==> config.mk <==
export PLATFORM = sky130hd
export DESIGN_NAME = slew_limited_led_bar_fill_unit_flat
export DESIGN_NICKNAME = d
export VERILOG_FILES = /design/src/rtl/slfl_pkg.sv /design/src/rtl/slfl_req_if.sv /design/src/rtl/slfl_rsp_if.sv /design/src/rtl/slfl_front.sv /design/src/rtl/slfl_queue.sv /design/src/rtl/slfl_back.sv /design/src/rtl/slew_limited_led_bar_fill_unit.sv /design/src/flat_wrapper.sv
export SDC_FILE = /design/constraint.sdc
export NUM_CORES = 1
export LEC_CHECK = 0
export BUFFER_PORTS_ARGS = -buffer_cell sky130_fd_sc_hd__buf_4
export CAP_MARGIN = 20
export CORE_ASPECT_RATIO = 0.6
export CORE_MARGIN = 2
export CORE_UTILIZATION = 46
export DETAILED_ROUTE_END_ITERATION = 12
export PLACE_DENSITY = 0.7
export REMOVE_ABC_BUFFERS = 1
export SLEW_MARGIN = 20
export SYNTH_ARGS = -nofsm -noshare
export SYNTH_HDL_FRONTEND = slang
export SYNTH_SLANG_ARGS = --single-unit
==> constraint.sdc <==
create_clock -name clock -period 3.5 [get_ports clock]
set_input_delay 0.7 -clock clock [delete_from_list [all_inputs] [get_ports clock]]
set_output_delay 0.7 -clock clock [all_outputs]
set_load 0.005 [all_outputs]
==> src/rtl/slfl_pkg.sv <==
// Shared types and constants for the slew-limited LED bar fill unit.
// No dependencies; compile this first.
package slfl_pkg;

   localparam int LEVEL_W         = 8;
   localparam int COUNT_W         = 6;
   localparam int MASK_W          = 3;
   localparam int INDEX_W         = 5;
   localparam int COLOR_W         = 8;
   localparam int SHARE_W         = 5;
   localparam int CSR_INDEX_W     = 2;
   localparam int CSR_DATA_W      = 6;

   localparam int SHARE_CAP       = 20;
   localparam int SHARE_GAIN      = 10;
   localparam int COLOR_MAX       = SHARE_CAP * SHARE_GAIN;

   localparam int MAX_PIXELS_DEF  = 32;
   localparam int QUEUE_DEPTH_DEF = 4;

   localparam logic [MASK_W-1:0]  MASK_RESET  = 3'd1;
   localparam logic [COUNT_W-1:0] COUNT_RESET = '0;

   // Colour mask bit positions
   localparam int MASK_RED   = 0;
   localparam int MASK_GREEN = 1;
   localparam int MASK_BLUE  = 2;

   typedef enum logic [CSR_INDEX_W-1:0] {
      REG_COLOR_MASK  = 2'd0,
      REG_PIXEL_COUNT = 2'd1
   } csr_reg_type;

   // One tick's worth of work for the fill engine
   typedef struct packed {
      logic [LEVEL_W-1:0] level;
      logic [COUNT_W-1:0] count;
      logic [MASK_W-1:0]  mask;
   } job_type;

   typedef struct packed {
      logic    valid;
      job_type job;
   } push_type;

   typedef struct packed {
      logic    valid;
      job_type job;
   } head_type;

endpackage

==> src/rtl/slfl_req_if.sv <==
// Tick request channel: valid/ready handshake carrying the target level.
// Depends on slfl_pkg.
interface slfl_req_if;
   import slfl_pkg::*;

   logic               valid;
   logic               ready;
   logic [LEVEL_W-1:0] target_level;

   modport source (output valid, output target_level, input ready);
   modport sink   (input valid, input target_level, output ready);
endinterface

==> src/rtl/slfl_rsp_if.sv <==
// Pixel result channel: valid/ready handshake carrying one pixel per transaction.
// Depends on slfl_pkg.
interface slfl_rsp_if;
   import slfl_pkg::*;

   logic               valid;
   logic               ready;
   logic [INDEX_W-1:0] pixel_index;
   logic [COLOR_W-1:0] red;
   logic [COLOR_W-1:0] green;
   logic [COLOR_W-1:0] blue;
   logic [LEVEL_W-1:0] shown_level;
   logic               last_pixel;

   modport source (output valid, output pixel_index, output red, output green,
                   output blue, output shown_level, output last_pixel, input ready);
   modport sink   (input valid, input pixel_index, input red, input green,
                   input blue, input shown_level, input last_pixel, output ready);
endinterface

==> src/rtl/slfl_front.sv <==
// Front end: CSR registers, slew step of the displayed level, job issue.
// Depends on slfl_pkg and slfl_req_if.
module slfl_front #(
   parameter int MAX_PIXELS = slfl_pkg::MAX_PIXELS_DEF
) (
   input  logic                             clock,
   input  logic                             reset,
   slfl_req_if.sink                         req_chan,
   input  logic                             csr_we,
   input  logic [slfl_pkg::CSR_INDEX_W-1:0] csr_index,
   input  logic [slfl_pkg::CSR_DATA_W-1:0]  csr_wdata,
   input  logic                             q_full,
   output slfl_pkg::push_type               push
);
   import slfl_pkg::*;

   logic [MASK_W-1:0]  color_mask_ff,  color_mask_in;
   logic [COUNT_W-1:0] pixel_count_ff, pixel_count_in;
   logic [LEVEL_W-1:0] level_ff,       level_in;
   logic [COUNT_W-1:0] count_sat;
   logic               accept;

   assign req_chan.ready = !q_full;
   assign accept         = req_chan.valid && req_chan.ready;

   always_comb begin
      color_mask_in  = color_mask_ff;
      pixel_count_in = pixel_count_ff;
      if (csr_we) begin
         unique case (csr_reg_type'(csr_index))
            REG_COLOR_MASK:  color_mask_in  = csr_wdata[MASK_W-1:0];
            REG_PIXEL_COUNT: pixel_count_in = csr_wdata[COUNT_W-1:0];
            default: ;
         endcase
      end
   end

   // Step one toward the target, hold when equal
   always_comb begin
      level_in = level_ff;
      if (accept) begin
         if (level_ff > req_chan.target_level) begin
            level_in = level_ff - LEVEL_W'(1);
         end else if (level_ff < req_chan.target_level) begin
            level_in = level_ff + LEVEL_W'(1);
         end
      end
   end

   always_comb begin
      count_sat = pixel_count_ff;
      if ({1'b0, pixel_count_ff} > (COUNT_W+1)'(MAX_PIXELS)) begin
         count_sat = COUNT_W'(MAX_PIXELS);
      end
   end

   // Drop empty bars here: the level still steps but nothing is queued
   always_comb begin
      push.valid      = accept && (count_sat != '0);
      push.job.level  = level_in;
      push.job.count  = count_sat;
      push.job.mask   = color_mask_ff;
   end

   always_ff @(posedge clock) begin
      if (reset) begin
         color_mask_ff  <= MASK_RESET;
         pixel_count_ff <= COUNT_RESET;
         level_ff       <= '0;
      end else begin
         color_mask_ff  <= color_mask_in;
         pixel_count_ff <= pixel_count_in;
         level_ff       <= level_in;
      end
   end

endmodule

==> src/rtl/slfl_queue.sv <==
// Short job queue between the front end and the fill engine.
// Depends on slfl_pkg.
module slfl_queue #(
   parameter int QUEUE_DEPTH = slfl_pkg::QUEUE_DEPTH_DEF
) (
   input  logic               clock,
   input  logic               reset,
   input  slfl_pkg::push_type push,
   output logic               full,
   output slfl_pkg::head_type head,
   input  logic               pop
);
   import slfl_pkg::*;

   localparam int PTR_W  = $clog2(QUEUE_DEPTH);
   localparam int FILL_W = $clog2(QUEUE_DEPTH + 1);

   job_type             entry_ff [QUEUE_DEPTH];
   logic [PTR_W-1:0]    wr_ptr_ff, wr_ptr_in;
   logic [PTR_W-1:0]    rd_ptr_ff, rd_ptr_in;
   logic [FILL_W-1:0]   fill_ff,   fill_in;
   logic                do_push;
   logic                do_pop;

   assign full       = (fill_ff == FILL_W'(QUEUE_DEPTH));
   assign head.valid = (fill_ff != '0);
   assign head.job   = entry_ff[rd_ptr_ff];

   assign do_push = push.valid && !full;
   assign do_pop  = pop && head.valid;

   always_comb begin
      wr_ptr_in = wr_ptr_ff;
      rd_ptr_in = rd_ptr_ff;
      fill_in   = fill_ff;
      if (do_push) begin
         wr_ptr_in = (wr_ptr_ff == PTR_W'(QUEUE_DEPTH - 1)) ? '0 : wr_ptr_ff + PTR_W'(1);
      end
      if (do_pop) begin
         rd_ptr_in = (rd_ptr_ff == PTR_W'(QUEUE_DEPTH - 1)) ? '0 : rd_ptr_ff + PTR_W'(1);
      end
      if (do_push && !do_pop) begin
         fill_in = fill_ff + FILL_W'(1);
      end else if (do_pop && !do_push) begin
         fill_in = fill_ff - FILL_W'(1);
      end
   end

   always_ff @(posedge clock) begin
      if (reset) begin
         wr_ptr_ff <= '0;
         rd_ptr_ff <= '0;
         fill_ff   <= '0;
      end else begin
         wr_ptr_ff <= wr_ptr_in;
         rd_ptr_ff <= rd_ptr_in;
         fill_ff   <= fill_in;
      end
   end

   always_ff @(posedge clock) begin
      if (do_push) begin
         entry_ff[wr_ptr_ff] <= push.job;
      end
   end

endmodule

==> src/rtl/slfl_back.sv <==
// Fill engine: sends job pixels to an output register, one per unstalled cycle.
// Depends on slfl_pkg and slfl_rsp_if.
module slfl_back (
   input  logic               clock,
   input  logic               reset,
   input  slfl_pkg::head_type head,
   output logic               pop,
   slfl_rsp_if.source         rsp_chan
);
   import slfl_pkg::*;

   logic               busy_ff,  busy_in;
   logic [COUNT_W-1:0] idx_ff,   idx_in;
   logic [COUNT_W-1:0] cnt_ff,   cnt_in;
   logic [LEVEL_W-1:0] rem_ff,   rem_in;
   logic [MASK_W-1:0]  mask_ff,  mask_in;
   logic [LEVEL_W-1:0] level_ff, level_in;

   logic               out_valid_ff, out_valid_in;
   logic [INDEX_W-1:0] out_index_ff, out_index_in;
   logic [COLOR_W-1:0] out_red_ff,   out_red_in;
   logic [COLOR_W-1:0] out_green_ff, out_green_in;
   logic [COLOR_W-1:0] out_blue_ff,  out_blue_in;
   logic [LEVEL_W-1:0] out_level_ff, out_level_in;
   logic               out_last_ff,  out_last_in;

   logic               out_free;
   logic               advance;
   logic               last;
   logic               load;
   logic [SHARE_W-1:0] share;
   logic [COLOR_W-1:0] val;

   assign out_free = !out_valid_ff || rsp_chan.ready;
   assign advance  = busy_ff && out_free;
   assign last     = (idx_ff == cnt_ff - COUNT_W'(1));
   // Take the next job as soon as the current one issues its final pixel
   assign load     = head.valid && (!busy_ff || (advance && last));
   assign pop      = load;

   assign share = (rem_ff > LEVEL_W'(SHARE_CAP)) ? SHARE_W'(SHARE_CAP) : rem_ff[SHARE_W-1:0];
   // share * 10 as (share << 3) + (share << 1)
   assign val   = {share, 3'b000} + {2'b00, share, 1'b0};

   always_comb begin
      busy_in  = busy_ff;
      idx_in   = idx_ff;
      cnt_in   = cnt_ff;
      rem_in   = rem_ff;
      mask_in  = mask_ff;
      level_in = level_ff;
      if (load) begin
         busy_in  = 1'b1;
         idx_in   = '0;
         cnt_in   = head.job.count;
         rem_in   = head.job.level;
         mask_in  = head.job.mask;
         level_in = head.job.level;
      end else if (advance) begin
         busy_in = !last;
         idx_in  = idx_ff + COUNT_W'(1);
         rem_in  = rem_ff - LEVEL_W'(share);
      end
   end

   always_comb begin
      out_valid_in = out_valid_ff;
      out_index_in = out_index_ff;
      out_red_in   = out_red_ff;
      out_green_in = out_green_ff;
      out_blue_in  = out_blue_ff;
      out_level_in = out_level_ff;
      out_last_in  = out_last_ff;
      if (advance) begin
         out_valid_in = 1'b1;
         out_index_in = idx_ff[INDEX_W-1:0];
         out_red_in   = mask_ff[MASK_RED]   ? val : '0;
         out_green_in = mask_ff[MASK_GREEN] ? val : '0;
         out_blue_in  = mask_ff[MASK_BLUE]  ? val : '0;
         out_level_in = level_ff;
         out_last_in  = last;
      end else if (rsp_chan.ready) begin
         out_valid_in = 1'b0;
      end
   end

   always_ff @(posedge clock) begin
      if (reset) begin
         busy_ff      <= 1'b0;
         out_valid_ff <= 1'b0;
      end else begin
         busy_ff      <= busy_in;
         out_valid_ff <= out_valid_in;
      end
   end

   always_ff @(posedge clock) begin
      idx_ff       <= idx_in;
      cnt_ff       <= cnt_in;
      rem_ff       <= rem_in;
      mask_ff      <= mask_in;
      level_ff     <= level_in;
      out_index_ff <= out_index_in;
      out_red_ff   <= out_red_in;
      out_green_ff <= out_green_in;
      out_blue_ff  <= out_blue_in;
      out_level_ff <= out_level_in;
      out_last_ff  <= out_last_in;
   end

   assign rsp_chan.valid       = out_valid_ff;
   assign rsp_chan.pixel_index = out_index_ff;
   assign rsp_chan.red         = out_red_ff;
   assign rsp_chan.green       = out_green_ff;
   assign rsp_chan.blue        = out_blue_ff;
   assign rsp_chan.shown_level = out_level_ff;
   assign rsp_chan.last_pixel  = out_last_ff;

endmodule

==> src/rtl/slew_limited_led_bar_fill_unit.sv <==
// A tick's first pixel goes through the job queue, the engine's job registers
// and its output register. Throughput: one pixel per cycle from the fill engine
// while the result channel is ready; ticks are accepted every cycle while the job
// queue (QUEUE_DEPTH entries) has room; a zero-pixel tick only steps the level.
// Reset (synchronous): level 0, colour mask red only, pixel count 0, queue empty.
module slew_limited_led_bar_fill_unit #(
   parameter int MAX_PIXELS  = slfl_pkg::MAX_PIXELS_DEF,
   parameter int QUEUE_DEPTH = slfl_pkg::QUEUE_DEPTH_DEF
) (
   input  logic                             clock,
   input  logic                             reset,
   slfl_req_if.sink                         req_chan,
   slfl_rsp_if.source                       rsp_chan,
   input  logic                             csr_we,
   input  logic [slfl_pkg::CSR_INDEX_W-1:0] csr_index,
   input  logic [slfl_pkg::CSR_DATA_W-1:0]  csr_wdata
);
   import slfl_pkg::*;

   push_type push;
   head_type head;
   logic     q_full;
   logic     pop;

   slfl_front #(
      .MAX_PIXELS (MAX_PIXELS)
   ) u_front (
      .clock     (clock),
      .reset     (reset),
      .req_chan  (req_chan),
      .csr_we    (csr_we),
      .csr_index (csr_index),
      .csr_wdata (csr_wdata),
      .q_full    (q_full),
      .push      (push)
   );

   slfl_queue #(
      .QUEUE_DEPTH (QUEUE_DEPTH)
   ) u_queue (
      .clock (clock),
      .reset (reset),
      .push  (push),
      .full  (q_full),
      .head  (head),
      .pop   (pop)
   );

   slfl_back u_back (
      .clock    (clock),
      .reset    (reset),
      .head     (head),
      .pop      (pop),
      .rsp_chan (rsp_chan)
   );

endmodule

==> src/flat_wrapper.sv <==
// flat-port wrapper written by rule: the top's interface ports become plain ports
module slew_limited_led_bar_fill_unit_flat import slfl_pkg::*;
#(
   parameter int MAX_PIXELS  = slfl_pkg::MAX_PIXELS_DEF,
   parameter int QUEUE_DEPTH = slfl_pkg::QUEUE_DEPTH_DEF
)
  (clock, reset, csr_we, csr_index, csr_wdata, req_chan_valid, req_chan_target_level, req_chan_ready, rsp_chan_valid, rsp_chan_pixel_index, rsp_chan_red, rsp_chan_green, rsp_chan_blue, rsp_chan_shown_level, rsp_chan_last_pixel, rsp_chan_ready);
  slfl_req_if req_chan_i ();
  slfl_rsp_if rsp_chan_i ();
  input  logic clock;
  input  logic reset;
  input  logic csr_we;
  input  logic [slfl_pkg::CSR_INDEX_W-1:0] csr_index;
  input  logic [slfl_pkg::CSR_DATA_W-1:0] csr_wdata;
  input wire logic [$bits(req_chan_i.valid)-1:0] req_chan_valid;
  input wire logic [$bits(req_chan_i.target_level)-1:0] req_chan_target_level;
  output wire logic [$bits(req_chan_i.ready)-1:0] req_chan_ready;
  output wire logic [$bits(rsp_chan_i.valid)-1:0] rsp_chan_valid;
  output wire logic [$bits(rsp_chan_i.pixel_index)-1:0] rsp_chan_pixel_index;
  output wire logic [$bits(rsp_chan_i.red)-1:0] rsp_chan_red;
  output wire logic [$bits(rsp_chan_i.green)-1:0] rsp_chan_green;
  output wire logic [$bits(rsp_chan_i.blue)-1:0] rsp_chan_blue;
  output wire logic [$bits(rsp_chan_i.shown_level)-1:0] rsp_chan_shown_level;
  output wire logic [$bits(rsp_chan_i.last_pixel)-1:0] rsp_chan_last_pixel;
  input wire logic [$bits(rsp_chan_i.ready)-1:0] rsp_chan_ready;
  assign req_chan_i.valid = req_chan_valid;
  assign req_chan_i.target_level = req_chan_target_level;
  assign req_chan_ready = req_chan_i.ready;
  assign rsp_chan_valid = rsp_chan_i.valid;
  assign rsp_chan_pixel_index = rsp_chan_i.pixel_index;
  assign rsp_chan_red = rsp_chan_i.red;
  assign rsp_chan_green = rsp_chan_i.green;
  assign rsp_chan_blue = rsp_chan_i.blue;
  assign rsp_chan_shown_level = rsp_chan_i.shown_level;
  assign rsp_chan_last_pixel = rsp_chan_i.last_pixel;
  assign rsp_chan_i.ready = rsp_chan_ready;
  slew_limited_led_bar_fill_unit #(.MAX_PIXELS(MAX_PIXELS), .QUEUE_DEPTH(QUEUE_DEPTH)) u_core (.clock(clock), .reset(reset), .req_chan(req_chan_i), .rsp_chan(rsp_chan_i), .csr_we(csr_we), .csr_index(csr_index), .csr_wdata(csr_wdata));
endmodule
==> impl_metrics.ini, run 1 <==
[outcome]
status = complete, no violations

[timing]
setup_viol_count_final = 0
fin_skew_ns = 0.0104
rsz0062_at_grt = no
hold_violations = 0
fin_ws_ns = 0.364
fmax_mhz = 319
tns_ns = 0
finalCritPeriodShare_pct = 89.6
period_needed_ns = 3.14
tightest_slew_ns = 0.844
drv_slew = 0
maxSlewHeadroom_pct = 43.7

[yosys]
synth_flop_cell = edfxtp_1
syn_avg_cell_area_um2 = 14.6
synthXorXnorAreaFrac_pct = 3.02
synth_compound_area_share_pct = 4.81
synth_cell_types = 58
synthMuxAreaShare_pct = 9.39
synth_top_area_share_pct = 55.2
yosys-top-cells-area = edfxtp_1 55%, dfxtp_1 9.8%, mux4_2 5.5%
synth_top_family_by_area = simple AND/OR/NAND/NOR gates
ys_warn_count = 0
ys_seq_area_share_pct = 64.9
synth-adder-area-share_pct = 4.52
synth_area_um2 = 6970
synth-seq-cells = 162
synth-simple-area-share_pct = 11.1
syn_inst = 478
synth_top_area_cell = edfxtp_1
ys_async_sr_fraction_pct = 0
synth-edff-count = 128

[global_route]
grt_pass1_vias = 3787
antenna_found_initial = 0
grt_util_all_layers_pct = 16.2
overflow = 0
grt_pass1_wl_um = 19700
grt_max_degree = 34

[placed_design]
place_inst = 728
pre_cts_ws_ns = 0.403
portBuffers = 57
dpl.hpwl_um = 8480
place.gp.congestion = 0.853

[floorplanning]
die_x_um = 163
dieArea_um2 = 16200
coreArea_um2 = 14600
rows = 34
pin_count = 61
die_y_um = 99.3
initial_utilization_pct = 47.6

[clocking]
cts_resized = 0
numCtsBuffers = 17
postCtsSetupRepairBufs = 0
clk_pin_slew_ns = 0.06
clk_path_buf_depth = 2
clkSinkCount = 162
cts_tree = yes
cts_root_buf = clkbuf_16
insertion_delay_ns = 0.42
cts.htree.levels = 4
cts_hold_buf = 0

[worst_setup_path]
worst_setup_path_end_kind = register
rrSetupSlack_ns = 0.36
cp_data_required_time_ns = 3.85
critPathKind = reg -> reg
crit_fanout = 4
startpoint_type = register
cp.arrival_ns = 3.48

[finish]
syn_to_final_growth_pct = 18.5
drive_gt1_share_pct = 24.9
nets = 594
diodes = 0
final_cells = 760

[detailed_routing]
drt-pass1-iter-count = 7
drcViolationCount = 0
post_drt_wl_per_cell_um = 16.1
drt_iter0_drc = 258
totalWireLength_um = 12200
wl_met2_um = 5380
via_count = 3947
wl_met3_um = 723
drtAntennaViolNets = 0
routed.top_layer = met4
vias_per_cell = 5.19
wl_met1_um = 6010

[pwr]
irDropWorstVdd_v = 0.000355
p_int_mw = 4.72
p_clk_share_pct = 29.0
sw_frac_of_total_pct = 28.5
powerDensity_nw_per_um2 = 801
switching_power_mw = 1.89
leakagePower_nw = 3.12
power_frac_seq_pct = 44.8
p_comb_share_pct = 26.2

[run]
drv_cap = 0

[min_path]
hp-class = reg -> reg
[cell usage after synthesis (5+ instances only)]
cell,number
edfxtp_1,128
dfxtp_1,34
nor2_1,32
and2_1,27
ha_1,22
nor2b_1,20
a21oi_1,18
inv_1,18
mux4_2,17
mux2_2,13
xnor2_1,13
nor3_1,12
mux2i_1,11
xor2_1,11
nand2_1,10
clkbuf_1,8
o21ai_0,7
nand4_1,5
[final cells by class]
type | count | area (µm²)
flip-flops and latches | 162 | 4520
inverters | 18 | 67.6
clock buffers | 18 | 429
multi-input cells | 284 | 2310
fillers | 1181 | 6380
well taps | 198 | 248
clock inverters | 14 | 185
repair buffers | 66 | 495
[logic make-up after synthesis]
logic type,after synthesis
AND/OR/NAND/NOR,138
flip-flops,162
adder cells (fa/ha/maj),24
multiplexers,42
other,2
XOR/XNOR,24
buffers and inverters,34
AO/OA/AOI/OAI,52
[registers in the layout, summed over array words and instances, names as in the netlist, 6 cells and up, named ones only]
| register | flops |
|---|---|
| u_core.u_back.cnt_ff | 6 |
| u_core.u_back.idx_ff | 6 |
| u_core.u_back.level_ff | 8 |
| u_core.u_back.rem_ff | 8 |
| u_core.u_back.rsp_chan.blue | 7 |
| u_core.u_back.rsp_chan.green | 7 |
| u_core.u_back.rsp_chan.red | 7 |
| u_core.u_back.rsp_chan.shown_level | 8 |
| u_core.u_front.level_ff | 8 |
| u_core.u_front.pixel_count_ff | 6 |
| u_core.u_queue.entry_ff | 68 |
[final timing paths]
path | from | to | depth (start not counted)
max | u_core.u_back.cnt_ff[0] | u_core.u_queue.fill_ff[2] | 13
min | u_core.u_back.level_ff[1] | u_core.u_back.rsp_chan.shown_level[1] | 0
max reg2reg | u_core.u_back.cnt_ff[0] | u_core.u_queue.fill_ff[2] | 13
min reg2reg | u_core.u_back.level_ff[1] | u_core.u_back.rsp_chan.shown_level[1] | 0
[worst max-delay path: stages (launching register included)]
cell,delay (ns)
edfxtp_1,0.40
inv_1,0.06
ha_1,0.23
nor2b_1,0.14
or3_1,0.35
a31oi_1,0.29
a31oi_2,0.21
nor2_4,0.12
inv_1,0.05
ha_1,0.21
fa_1,0.39
xnor2_1,0.15
or3_1,0.31
a21oi_1,0.15
[per-layer routing]
layer  track usage (%)  up-vias
met3              4.84       13
met2              23.5      113
met4              4.49        0
met1              23.7     1911
met5                 0        -
li1                  -     1910
[power groups by stage]
stage	combinational, mW	sequential (mW)	clock, mW
final	1.73	2.96	1.92
after detailed placement	1.74	3.00	0
after CTS	1.75	2.96	1.95
after global routing	1.91	3.02	2.04
after floorplan	1.11	2.95	0
after global placement	1.67	2.98	0
[stage by stage]
step                util, %  total power [mW]  hold slack (ns)  instance area, µm²
floorplan                 -              4.07            0.400                6900
global placement       52.2              4.66            0.403                7640
detailed placement     52.2              4.74            0.405                7640
CTS                    56.4              6.67            0.419                8260
global route           56.4              6.97            0.426                8260
finish                 56.4              6.61            0.418                8260
[cells in the final DEF (no fill, tap or decap), drive strengths merged, types with 5 or more instances in the layout]
master / instances
xor2: 11
dfxtp: 34
o21ai: 8
mux2i: 11
nor3: 12
nand2: 10
clkbuf: 18
buf: 66
xnor2: 13
inv: 20
and2: 28
ha: 22
nand4: 5
nor2b: 20
nor2: 33
a21oi: 18
mux2: 14
edfxtp: 128
mux4: 17
a31oi: 5
No activity file was read; power rests on OpenSTA's default activity.
==> run 2, diff against run 1 <==
BUFFER_PORTS_ARGS = -buffer_cell sky130_fd_sc_hd__buf_2   (was -buffer_cell sky130_fd_sc_hd__buf_4)
==> impl_metrics.ini, run 2 (synthesis results as in run 1) <==
[floorplanning]
rows = 34
dieArea_um2 = 16200
pin_count = 61
die_x_um = 163
initial_utilization_pct = 47.6
coreArea_um2 = 14600
die_y_um = 99.3

[detailed_routing]
drcViolationCount = 0
via_count = 3979
post_drt_wl_per_cell_um = 16.2
totalWireLength_um = 12300
wl_met2_um = 5390
drtAntennaViolNets = 0
drt-pass1-iter-count = 5
wl_met3_um = 692
routed.top_layer = met4
drt_iter0_drc = 261
wl_met1_um = 6020
vias_per_cell = 5.24

[worst_setup_path]
cp.arrival_ns = 3.42
crit_path_top_delay_cell = edfxtp_1
cpPeakStageDelay_ns = 0.41
ff2ff_path_depth = 13
cp_top_family = simple AND/OR/NAND/NOR gates
worst_setup_path_end_kind = register
worstReg2RegStart = u_core.u_back.cnt_ff[0]
rrSetupSlack_ns = 0.43
cp_data_required_time_ns = 3.85
critPathKind = reg -> reg
startpoint_type = register
crit_fanout = 4
cp-startpoint = u_core.u_back.cnt_ff[0]
critPathCapture = u_core.u_queue.fill_ff[2]
path_cells = inv_1, ha_1, nor2b_1, or3_1, a31oi_1, a31oi_2, nor2_4, inv_1, ha_1, fa_1, xnor2_1, or3_1, a21oi_1
path_depth = 13
r2r-end = u_core.u_queue.fill_ff[2]
worst-path-buf-inv = 2

[finish]
largest_register_ffs = 68
nFillCells = 1207
fin_util_pct = 55.4
diodes = 0
drive_gt1_share_pct = 24.8
post-route-cell-area_um2 = 8110
final_common_cell = edfxtp_1
nets = 593
regMostFlops = u_core.u_queue.entry_ff
multi_input_area_um2 = 2310
mostFrequentLayoutCells = 128 x edfxtp_1, 57 x buf_2, 34 x dfxtp_1
syn_to_final_growth_pct = 16.4
regArea_um2 = 4520

[min_path]
hp-class = reg -> reg
min-delay-start = u_core.u_back.level_ff[0]

[pwr]
irDropWorstVdd_v = 0.000325
leakagePower_nw = 3.06
powerDensity_nw_per_um2 = 804

[outcome]
status = complete, no violations

[clocking]
cts_root_buf = clkbuf_16
insertion_delay_ns = 0.42
postCtsSetupRepairBufs = 0
clk_pin_slew_ns = 0.06
clk_path_buf_depth = 2
numCtsBuffers = 17
cts_resized = 0
clkSinkCount = 162
cts_hold_buf = 0
cts_tree = yes
cts.htree.levels = 4

[timing]
holdWs_ns = 0.419
period_needed_ns = 3.07
finalCritPeriodShare_pct = 87.7
drv_slew = 0
rsz0062_at_grt = no
tightest_slew_ns = 0.906
hold_violations = 0
fin_skew_ns = 0.00823
maxSlewHeadroom_pct = 39.6
setup_viol_count_final = 0
fmax_mhz = 326
tns_ns = 0

[placed_design]
placed_area_um2 = 7490
portBuffers = 57
dpl.hpwl_um = 8510
place.gp.congestion = 0.832

[global_route]
grt_util_all_layers_pct = 16.3
overflow = 0
grt_pass1_wl_um = 19900
antenna_found_initial = 0
grt_pass1_vias = 3753
grt_max_degree = 42

[run]
drv_cap = 0
==> run 2: cell types whose count changed in the layout (fill, tap and decap cells not counted), moves of 2 or more <==
| cell | delta |
|---|---|
| buf_4 | -58 |
| buf_2 | +57 |
| clkbuf_1 | +2 |
| clkinv_1 | -2 |
| inv_6 | -2 |
==> run 2: how the worst min path moves through the flow <==
stage | cells after the start | endpoint | slack (ns)
2_1_floorplan | 0 | u_core.u_back.rsp_chan.shown_level[0] | 0.40
3_3_place_gp | 0 | u_core.u_back.rsp_chan.shown_level[1] | 0.40
3_5_place_dp | 0 | u_core.u_back.rsp_chan.shown_level[0] | 0.41
4_1_cts | 0 | u_core.u_back.rsp_chan.shown_level[0] | 0.42
5_1_grt | 0 | u_core.u_back.rsp_chan.shown_level[0] | 0.42
6_report | 0 | u_core.u_back.rsp_chan.shown_level[0] | 0.42
==> run 2: layout make-up <==
cell class,count,share of cell area (%)
clock inverter,12,2.25
timing repair buffer,65,4.26
multi-input combinational,284,28.4
sequential,162,55.8
tap,198,3.05
inverter,18,0.833
clock buffer,20,5.38
==> run 2: where the power goes <==
part           switching, mW  total, mW  internal [mW]
clock                  0.741       1.94           1.20
combinational          0.845       1.62          0.773
sequential             0.288       2.96           2.67
==> run 2: worst reg2reg max path: stages (launching register included) <==
cell and delay [ns]:
edfxtp_1 0.41, inv_1 0.07, ha_1 0.23, nor2b_1 0.13, or3_1 0.34, a31oi_1 0.28, a31oi_2 0.20, nor2_4 0.12
inv_1 0.05, ha_1 0.21, fa_1 0.38, xnor2_1 0.14, or3_1 0.30, a21oi_1 0.13
==> run 2: metrics by stage <==
step	setup slack [ns]	cells	total power [mW]
2_1_floorplan	0.139	464	4.07
3_3_place_gp	0.564	727	4.55
3_5_place_dp	0.416	727	4.64
4_1_cts	0.409	759	6.58
5_1_grt	0.253	759	6.88
6_report	0.430	759	6.52
==> run 2: routing by layer <==
| metal | global-route usage [%] | vias up |
|---|---|---|
| li1 | - | 1905 |
| met1 | 23.7 | 1935 |
| met2 | 23.6 | 115 |
| met3 | 4.50 | 24 |
| met4 | 6.33 | 0 |
| met5 | 0 | - |
